$ cat config.mk
export PLATFORM = sky130hd
export DESIGN_NAME = cmsa_div
export DESIGN_NICKNAME = d
export VERILOG_FILES = /design/src/class_mean_spectrum_accumulator_macros.svh /design/src/cmsa_pkg.sv /design/src/cmsa_div.sv
export SDC_FILE = /design/constraint.sdc
export NUM_CORES = 1
export LEC_CHECK = 0
export BUFFER_PORTS_ARGS = -buffer_cell sky130_fd_sc_hd__buf_4
export CORE_ASPECT_RATIO = 0.6
export CORE_MARGIN = 3
export CORE_UTILIZATION = 55
export DETAILED_ROUTE_END_ITERATION = 7
export PLACE_DENSITY_LB_ADDON = 0.2
export SYNTH_ARGS = -nofsm -noshare
export SYNTH_HDL_FRONTEND = slang
export SYNTH_SLANG_ARGS = --single-unit
$ cat constraint.sdc
create_clock -name i_clk -period 3.25 [get_ports i_clk]
set_input_delay 0.65 -clock i_clk [delete_from_list [all_inputs] [get_ports i_clk]]
set_output_delay 0.65 -clock i_clk [all_outputs]
set_load 0.02 [all_outputs]
$ cat src/class_mean_spectrum_accumulator_macros.svh
// Assertion macros for the class mean spectrum accumulator.
// Used by the top level only; needs no package.
`ifndef CLASS_MEAN_SPECTRUM_ACCUMULATOR_MACROS_SVH
`define CLASS_MEAN_SPECTRUM_ACCUMULATOR_MACROS_SVH

// same-cycle implication
`define CMSA_ASSERT_NOW(lbl, clk, rst_n, ante, cons) \
    lbl: assert property (@(posedge clk) disable iff (!rst_n) (ante) |-> (cons)) \
        else $error("cmsa assertion failed");

// next-cycle implication
`define CMSA_ASSERT_NEXT(lbl, clk, rst_n, ante, cons) \
    lbl: assert property (@(posedge clk) disable iff (!rst_n) (ante) |=> (cons)) \
        else $error("cmsa assertion failed");

`endif

$ cat src/cmsa_pkg.sv
// Shared types and codes of the class mean spectrum accumulator.
// No dependencies.
`default_nettype none

package cmsa_pkg;

    localparam logic OP_ACC  = 1'b0;
    localparam logic OP_READ = 1'b1;

    localparam logic [1:0] ST_OK    = 2'd0;
    localparam logic [1:0] ST_EMPTY = 2'd1;
    localparam logic [1:0] ST_RANGE = 2'd2;

    localparam int OUT_COUNT_W = 20;
    localparam int MEAN_W      = 8;

    typedef struct packed {
        logic sum_we;
        logic cnt_we;
    } t_store_ctl;

endpackage

`default_nettype wire

$ cat src/cmsa_div.sv
// Restoring divider, one quotient bit per cycle.
// Depends on cmsa_pkg.
`default_nettype none

module cmsa_div import cmsa_pkg::*; #(
    parameter int DVD_W = 28,
    parameter int DVS_W = 20
) (
    input  wire logic              i_clk,
    input  wire logic              i_rst_n,
    input  wire logic              i_start,
    input  wire logic [DVD_W-1:0]  i_dividend,
    input  wire logic [DVS_W-1:0]  i_divisor,
    output logic                   o_done,
    output logic      [DVD_W-1:0]  o_quotient
);

    localparam int STEP_W = $clog2(DVD_W + 1);

    logic              r_busy;
    logic              r_done;
    logic [STEP_W-1:0] r_step;
    logic [DVS_W-1:0]  r_rem;
    logic [DVD_W-1:0]  r_quo;
    logic [DVS_W-1:0]  r_dvs;

    logic [DVS_W:0]    rem_sh;
    logic [DVS_W+1:0]  diff;
    logic              ge;

    assign rem_sh = {r_rem, r_quo[DVD_W-1]};
    assign diff   = {1'b0, rem_sh} - {2'b00, r_dvs};
    assign ge     = !diff[DVS_W+1];

    always_ff @(posedge i_clk) begin
        if (!i_rst_n) begin
            r_busy <= 1'b0;
            r_done <= 1'b0;
            r_step <= '0;
        end else begin
            r_done <= 1'b0;
            if (i_start) begin
                r_busy <= 1'b1;
                r_step <= '0;
            end else if (r_busy) begin
                r_step <= r_step + 1'b1;
                if (r_step == STEP_W'(DVD_W - 1)) begin
                    r_busy <= 1'b0;
                    r_done <= 1'b1;
                end
            end
        end
    end

    always_ff @(posedge i_clk) begin
        if (i_start) begin
            r_rem <= '0;
            r_quo <= i_dividend;
            r_dvs <= i_divisor;
        end else if (r_busy) begin
            r_rem <= ge ? diff[DVS_W-1:0] : rem_sh[DVS_W-1:0];
            r_quo <= {r_quo[DVD_W-2:0], ge};
        end
    end

    assign o_done     = r_done;
    assign o_quotient = r_quo;

endmodule

`default_nettype wire

# After elaboration in Yosys (flattened, before gate mapping)
# Index checks and enable logic that the tools add are counted.
classes:
  addsub: 2
  n_lt_le_gt_ge: 0
  n_bitwise: 2
  div: 0
  mul: 0
  n_mux: 7
  eq_ne: 1
  n_reduce_logical: 4
  n_shift: 0
ops:
  columns: ["operator", "count"]
  rows:
  - ["$mux 28", 2]
  - ["$sub 21x20->22", 1]
  - ["$mux 20", 1]
  - ["$add 5x1->5 const B", 1]
  - ["$eq 5x5->1 const B", 1]
  - ["$mux 1", 4]
  - ["$reduce_or 3->1", 1]
  - ["$not 1->1", 2]
  - ["$reduce_bool 2->1", 1]
  - ["$reduce_or 2->1", 1]
  - ["$logic_not 1->1", 1]
totals:
  output_inout_bits: 29
  mem_count: 0
  register_bits: 75
  romBits: 0
  ram_bits: 0
  latch_bits: 0

# Longest topological paths before layout
# Gate-level depths: netlist (run 1).
depth:
  depth_word: 4
  ltp_mapped: 10

# Least setup slack after synthesis (run 1)
# No wires, ideal clock.
synth_timing:
  path_kind: "reg2reg"
  startpoint: "register r_quo[27], in the netlist o_quotient[27]"
  endpoint: "register r_rem[9]"
  path_stages_with_launch: 9
  arrival_ns: 2.282
  setup_slack_ns: 0.877
  n_path_buf: 0
  path_cell_list: "edfxtp_1 -> inv_1 -> ha_1 -> nor2b_2 -> o2111ai_4 -> a211oi_4 -> nor4_2 -> or4b_1 -> a311oi_1"
synth_between:
  elab_chain_len: 2
synth_lines:
  columns: ["element", "line", "rtl"]
  rows:
  - ["start: declaration", "cmsa_div.sv:24", "logic [DVD_W-1:0] r_quo;"]
  - ["start signal: assignment", "cmsa_div.sv:58", "r_quo <= i_dividend;"]
  - ["start signal: assignment", "cmsa_div.sv:62", "r_quo <= {r_quo[DVD_W-2:0], ge};"]
  - ["$sub 21x20->22", "cmsa_div.sv:32", "assign diff = {1'b0, rem_sh} - {2'b00, r_dvs};"]
  - ["$mux 20", "cmsa_div.sv:61", "r_rem <= ge ? diff[DVS_W-1:0] : rem_sh[DVS_W-1:0];"]
  - ["end signal: assignment", "cmsa_div.sv:61", null]
  - ["end: declaration", "cmsa_div.sv:23", "logic [DVS_W-1:0] r_rem;"]
# No other way between the ends.
# A chain may end at the register's enable or synchronous reset.

# Worst setup path in the final report (run 1)
layout_timing:
  startpoint: "register r_quo[27], in the netlist o_quotient[27]"
  endpoint: "register r_rem[12]"
# The elaborated chain is that of the path after synthesis.

==> results of run 1 <==
## cells in the mapped netlist (5+ instances only)
library cell | n | area (µm²)
a21o_1 | 6 | 45.0
a21oi_1 | 13 | 65.1
a311oi_1 | 7 | 61.3
clkbuf_1 | 8 | 30.0
clkbuf_8 | 6 | 82.6
dfxtp_1 | 27 | 541
edfxtp_1 | 48 | 1440
ha_1 | 21 | 263
inv_1 | 27 | 101
mux2_2 | 28 | 315
nand2_1 | 17 | 63.8
nand3_1 | 14 | 70.1
nand4_1 | 7 | 43.8
nor2_1 | 26 | 97.6
nor3_1 | 11 | 55.1
o211ai_1 | 9 | 67.6
o21a_1 | 6 | 45.0
o21ai_0 | 15 | 75.1
xnor2_1 | 5 | 43.8
xor2_1 | 7 | 61.3
## kinds of logic after synthesis
family | Yosys count | synth area share
compound gates | 113 | 0.206
simple gates | 110 | 0.130
flops | 75 | 0.440
buf+inv | 50 | 0.0611
mux | 31 | 0.0767
fa+ha+maj | 22 | 0.0628
xor+xnor | 12 | 0.0233
## layout make-up
type	instances	area, µm²	area share
Multi-Input combinational cell	288	2250	0.414
Clock buffer	13	272	0.0501
Tap cell	104	130	0.0240
Clock inverter	3	43.8	0.00808
Inverter	27	101	0.0187
Sequential cell	75	1980	0.366
Timing Repair Buffer	86	646	0.119
## per-layer routing
layer | part of all wire | global-route usage
met5 | 0 | 0
met4 | 0.0083 | 0.0637
met3 | 0.13 | 0.102
met2 | 0.42 | 0.335
met1 | 0.44 | 0.367
## where the power goes
group	total [mW]	leakage [nW]	switching [mW]	internal [mW]
registers	1.13	0.698	0.0379	1.10
logic	0.523	1.37	0.294	0.229
clock network	1.04	0.155	0.379	0.664
total	2.70	2.22	0.710	1.99
## stage by stage
step	hold slack (ps)	std cells	power (mW)	worst slack, ps
2_1_floorplan	462	413	1.49	877
3_3_place_gp	495	580	1.65	557
3_5_place_dp	504	580	1.66	496
4_1_cts	482	596	2.71	467
5_1_grt	476	596	2.81	233
6_report	489	596	2.70	378
## worst max-delay path by stage
stage	end	slack, ps	cells after the start
detailed placement	r_rem[12]	500	10
floorplan	r_rem[9]	880	8
global route	r_rem[12]	230	10
finish	r_rem[12]	380	10
global placement	r_rem[12]	560	10
CTS	r_rem[12]	470	10
## flip-flops by register name, summed over array words and instances (netlist names)
register,flops
r_step,5
r_busy,1
o_quotient,28
o_done,1
r_rem,20
r_dvs,20
## cells in the final DEF (no fill, tap or decap), types with 4 or more instances in the layout
master      n
buf_4      86
edfxtp_1   48
mux2_2     28
inv_1      27
dfxtp_1    27
nor2_1     26
ha_1       21
nand2_1    17
o21ai_0    15
nand3_1    14
a21oi_1    13
nor3_1     11
clkbuf_16  10
o211ai_1    9
nand4_1     7
xor2_1      7
a311oi_1    7
a21o_1      6
o21a_1      6
xnor2_1     5
and3_1      4
a211oi_1    4
or2_2       4
nor2b_1     4
o31ai_1     4
and2_1      4
a31oi_1     4
==> results.md, run 1 <==
* Outcome: finished clean
* Placed Area at 0.00510 mm²
* Largest net degree at the start of global routing at 35
* Post-synth ARST share at 0
* Row count at 24
* Final Setup Violations at 0
* Die Span X at 123 µm
* Die Y at 76.1 µm
* Diodes inserted at 0
* Fin crit share at 0.884
* Tot GR Track Use at 0.249
* CP most frequent cell: o31ai_1
* Setup slack, reg-to-reg at 380 ps
* Avg Cell Area, Syn at 10.9 µm²
* DRT iter0 DRCs at 508
* I/O pin count at 80
* Max rail drop VDD at 0.337 mV
* Number of distinct library cells after synthesis at 80
* Final ANT Viol Nets at 0
* Gr ovfl total at 0
* Hold depth at 1
* RR Endpoint: r_rem[12]
* Worst-case clock buffer depth at 2
* Final Hold Vio Count at 0
* Resize count post-CTS at 0
* Die Area at 0.00934 mm²
* CTS tree: yes
* Worst Skew at 6.74 ps
* Crit path cell chain: inv_1 > ha_1 > fa_1 > nor2b_1 > o31ai_1 > a21oi_1 > mux2i_1 > a2111oi_0 > buf_4 > o31ai_1
* Routed WL at 11300 µm
* Hold Buf Count CTS at 0
* Syn nets at 486
* Proportion of layout cells with a drive suffix above 1 at 0.303
* Clk sink count at 75
* Top FF cell, synth: edfxtp_1
* Root Buffer Master: clkbuf_16
* Worst EP arrival at 3080 ps
* Post-CTS setup buffers at 0
* RSZ-0062 raised after global routing: false
* Layout Nets at 560
* Worst endpoint required time at 3460 ps
* Deepest level of the CTS H-tree at 3
* Core Area at 0.00760 mm²
* First-pass GRT wire length at 18200 µm
* Crit-path max FO at 3
* Routed len/inst at 19.0 µm
* Static Leak at 2.22 nW
* Setup crit end kind: register
* Initial antenna violation count at 0
* Finished Cell Area at 0.00542 mm²
* Starting Density at 0.593
* Hold Crit Start: i_divisor[2]
* Fmax at 348 MHz
* Number of max-cap violations at 0
* DR vias/cell at 6.31
* Post-Syn Area at 0.00450 mm²
* Ys Warns at 0
* P&R area growth vs syn at 20.4%
* Worst-path clk slew at 60 ps
* FF-to-FF Start: o_quotient[27]
* R2R cell count at 10
* DR pass1 iterations at 6
* Setup total negative slack at 0 ps
* Crit-path slowest cell: a2111oi_0
* Worst skew pair latency at 330 ps
* Critical path buffers and inverters at 2
* PwrDens at 498 mW/mm²
* Seq/Total Area, Yosys at 0.440
* Drt drc at 0
* Top Family by Delay on Critical Path: compound AO/OA/AOI/OAI gates
* Hold WC Path Type: in -> reg
* Max-slew violation count at 0
* CP Class: reg -> reg
* Cells after Synth at 413
* Min Tclk post-route at 2870 ps
* Max incr delay on CP at 600 ps
* Worst Tran Pin Value at 809 ps
* Crit path from: o_quotient[27]
* CP Launch Type: register
* Yosys reg bits at 75
* Final RePlAce weighted congestion at 0.891
* Detailed Place HPWL at 8270 µm
* Number of buffers created by CTS at 9
* Total number of vias at 3761
* Filler cells at 530
* EDFF count, synth at 48
* Hold EP: r_dvs[2]
* Max transition margin at 0.458
* Final core occ at 0.713
* Vias in the first global route at 3523
* IO buf count at 79
Power figures use the tool's default switching activity.
==> run 2, diff against run 1 <==
CELL_PAD_IN_SITES_DETAIL_PLACEMENT = 1   (was default)
CELL_PAD_IN_SITES_GLOBAL_PLACEMENT = 2   (was default)
CORE_UTILIZATION = 36   (was 55)
==> run 2 against run 1 <==
- flip-flop and latch count unchanged
- critical path depth down 2
- critical endpoint is now r_rem[13]
- critical path type unchanged
- first-iteration DRC count is 52% lower
==> results.md, run 2 (same netlist as run 1, synthesis figures left out) <==
* Deepest level of the CTS H-tree at 3
* Diodes inserted at 0
* RR Endpoint: r_rem[13]
* RSZ-0062 raised after global routing: false
* Tot GR Track Use at 0.190
* Routed len/inst at 19.8 µm
* Final core occ at 0.469
* Min Tclk post-route at 2800 ps
* IO buf count at 79
* Initial antenna violation count at 0
* Clk sink count at 75
* Setup crit end kind: register
* FF-to-FF Start: r_dvs[5]
* Gr ovfl total at 0
* Worst-case clock buffer depth at 2
* Worst Tran Pin Value at 546 ps
* Filler cells at 1302
* Crit-path max FO at 12
* Max-slew violation count at 0
* Tot Pwr at 2.75 mW
* Placed cell count at 637
* Hold EP: r_dvs[19]
* Max rail drop VDD at 0.243 mV
* Drt drc at 0
* Largest net degree at the start of global routing at 44
* Layout Nets at 561
* Die Area at 0.0139 mm²
* Final Hold Vio Count at 0
* Number of buffers created by CTS at 9
* Final RePlAce weighted congestion at 0.804
* Final ANT Viol Nets at 0
* PwrDens at 500 mW/mm²
* Worst endpoint required time at 3450 ps
* Row count at 30
* Worst Skew at 11.4 ps
* Die Span X at 150 µm
* Fmax at 357 MHz
* Vias in the first global route at 3707
* Hold Crit Start: i_divisor[19]
* Worst skew pair latency at 340 ps
* R2R cell count at 8
* DRT iter0 DRCs at 246
* DR vias/cell at 5.49
* Resize count post-CTS at 0
* Hold WC Path Type: in -> reg
* Core Area at 0.0117 mm²
* Root Buffer Master: clkbuf_16
* Max reg flops at 28
* Max transition margin at 0.631
* Detailed Place HPWL at 9680 µm
* Post-Layout Cell Count at 653
* Proportion of layout cells with a drive suffix above 1 at 0.308
* Total number of vias at 3585
* Hold depth at 1
* Outcome: finished clean
* Worst EP arrival at 3000 ps
* First-pass GRT wire length at 20600 µm
* Number of max-cap violations at 0
* CP Class: reg -> reg
* DR pass1 iterations at 4
* CP Launch Type: register
* Hold Buf Count CTS at 0
* Setup slack, reg-to-reg at 450 ps
* I/O pin count at 80
* Commonest non-fill, non-tap cell in the layout: buf_4
* Starting Density at 0.383
* Worst-path clk slew at 70 ps
* Routed WL at 12900 µm
* Worst hold margin at 477 ps
* Final Setup Violations at 0
* Post-CTS setup buffers at 0
* Setup total negative slack at 0 ps
* CTS tree: yes
* Static Leak at 2.23 nW
* Die Y at 92.6 µm
* Fin crit share at 0.863
* Most frequent cells in the layout: buf_4, edfxtp_1, mux2_2
* P&R area growth vs syn at 22.3%
run 2: how the worst max path moves through the flow:
stage | end | startpoint | slack (ps)
floorplan | r_rem[9] | o_quotient[27] | 880
global placement | r_rem[13] | r_dvs[5] | 520
detailed placement | r_rem[13] | r_dvs[5] | 550
CTS | r_rem[13] | r_dvs[5] | 500
global route | r_rem[13] | r_dvs[5] | 290
finish | r_rem[13] | r_dvs[5] | 450
run 2: where the power goes:
part           internal (mW)  switching [mW]
clock                  0.678           0.422
combinational          0.230           0.289
sequential              1.10          0.0392
run 2: metrics by stage:
step	area (µm²)	worst slack [ps]
6_report	5510	445
4_1_cts	5510	496
2_1_floorplan	4500	877
3_5_place_dp	5180	546
3_3_place_gp	5180	522
5_1_grt	5510	292
run 2: layout make-up:
class | count | area (µm²) | area share
Tap cell | 160 | 200 | 0.0363
Sequential cell | 75 | 1980 | 0.360
Clock buffer | 9 | 225 | 0.0409
Multi-Input combinational cell | 288 | 2250 | 0.408
Clock inverter | 7 | 100 | 0.0182
Timing Repair Buffer | 87 | 653 | 0.119
Inverter | 27 | 101 | 0.0184
run 2: critical path: stages, from the launching register on:
cell and delay [ps]:
edfxtp_1 380, inv_1 70, ha_1 270, o21a_1 240, o211ai_1 430, a211oi_4 120, o311a_2 510, o21ai_1 460
o221ai_1 200
run 2: routing by layer:
layer | routed length, µm | global-route usage | up-vias
li1 | - | - | 1738
met1 | 6560 | 0.285 | 1758
met2 | 5470 | 0.272 | 78
met3 | 768 | 0.0513 | 11
met4 | 119 | 0.0426 | 0
met5 | 0 | 0 | -
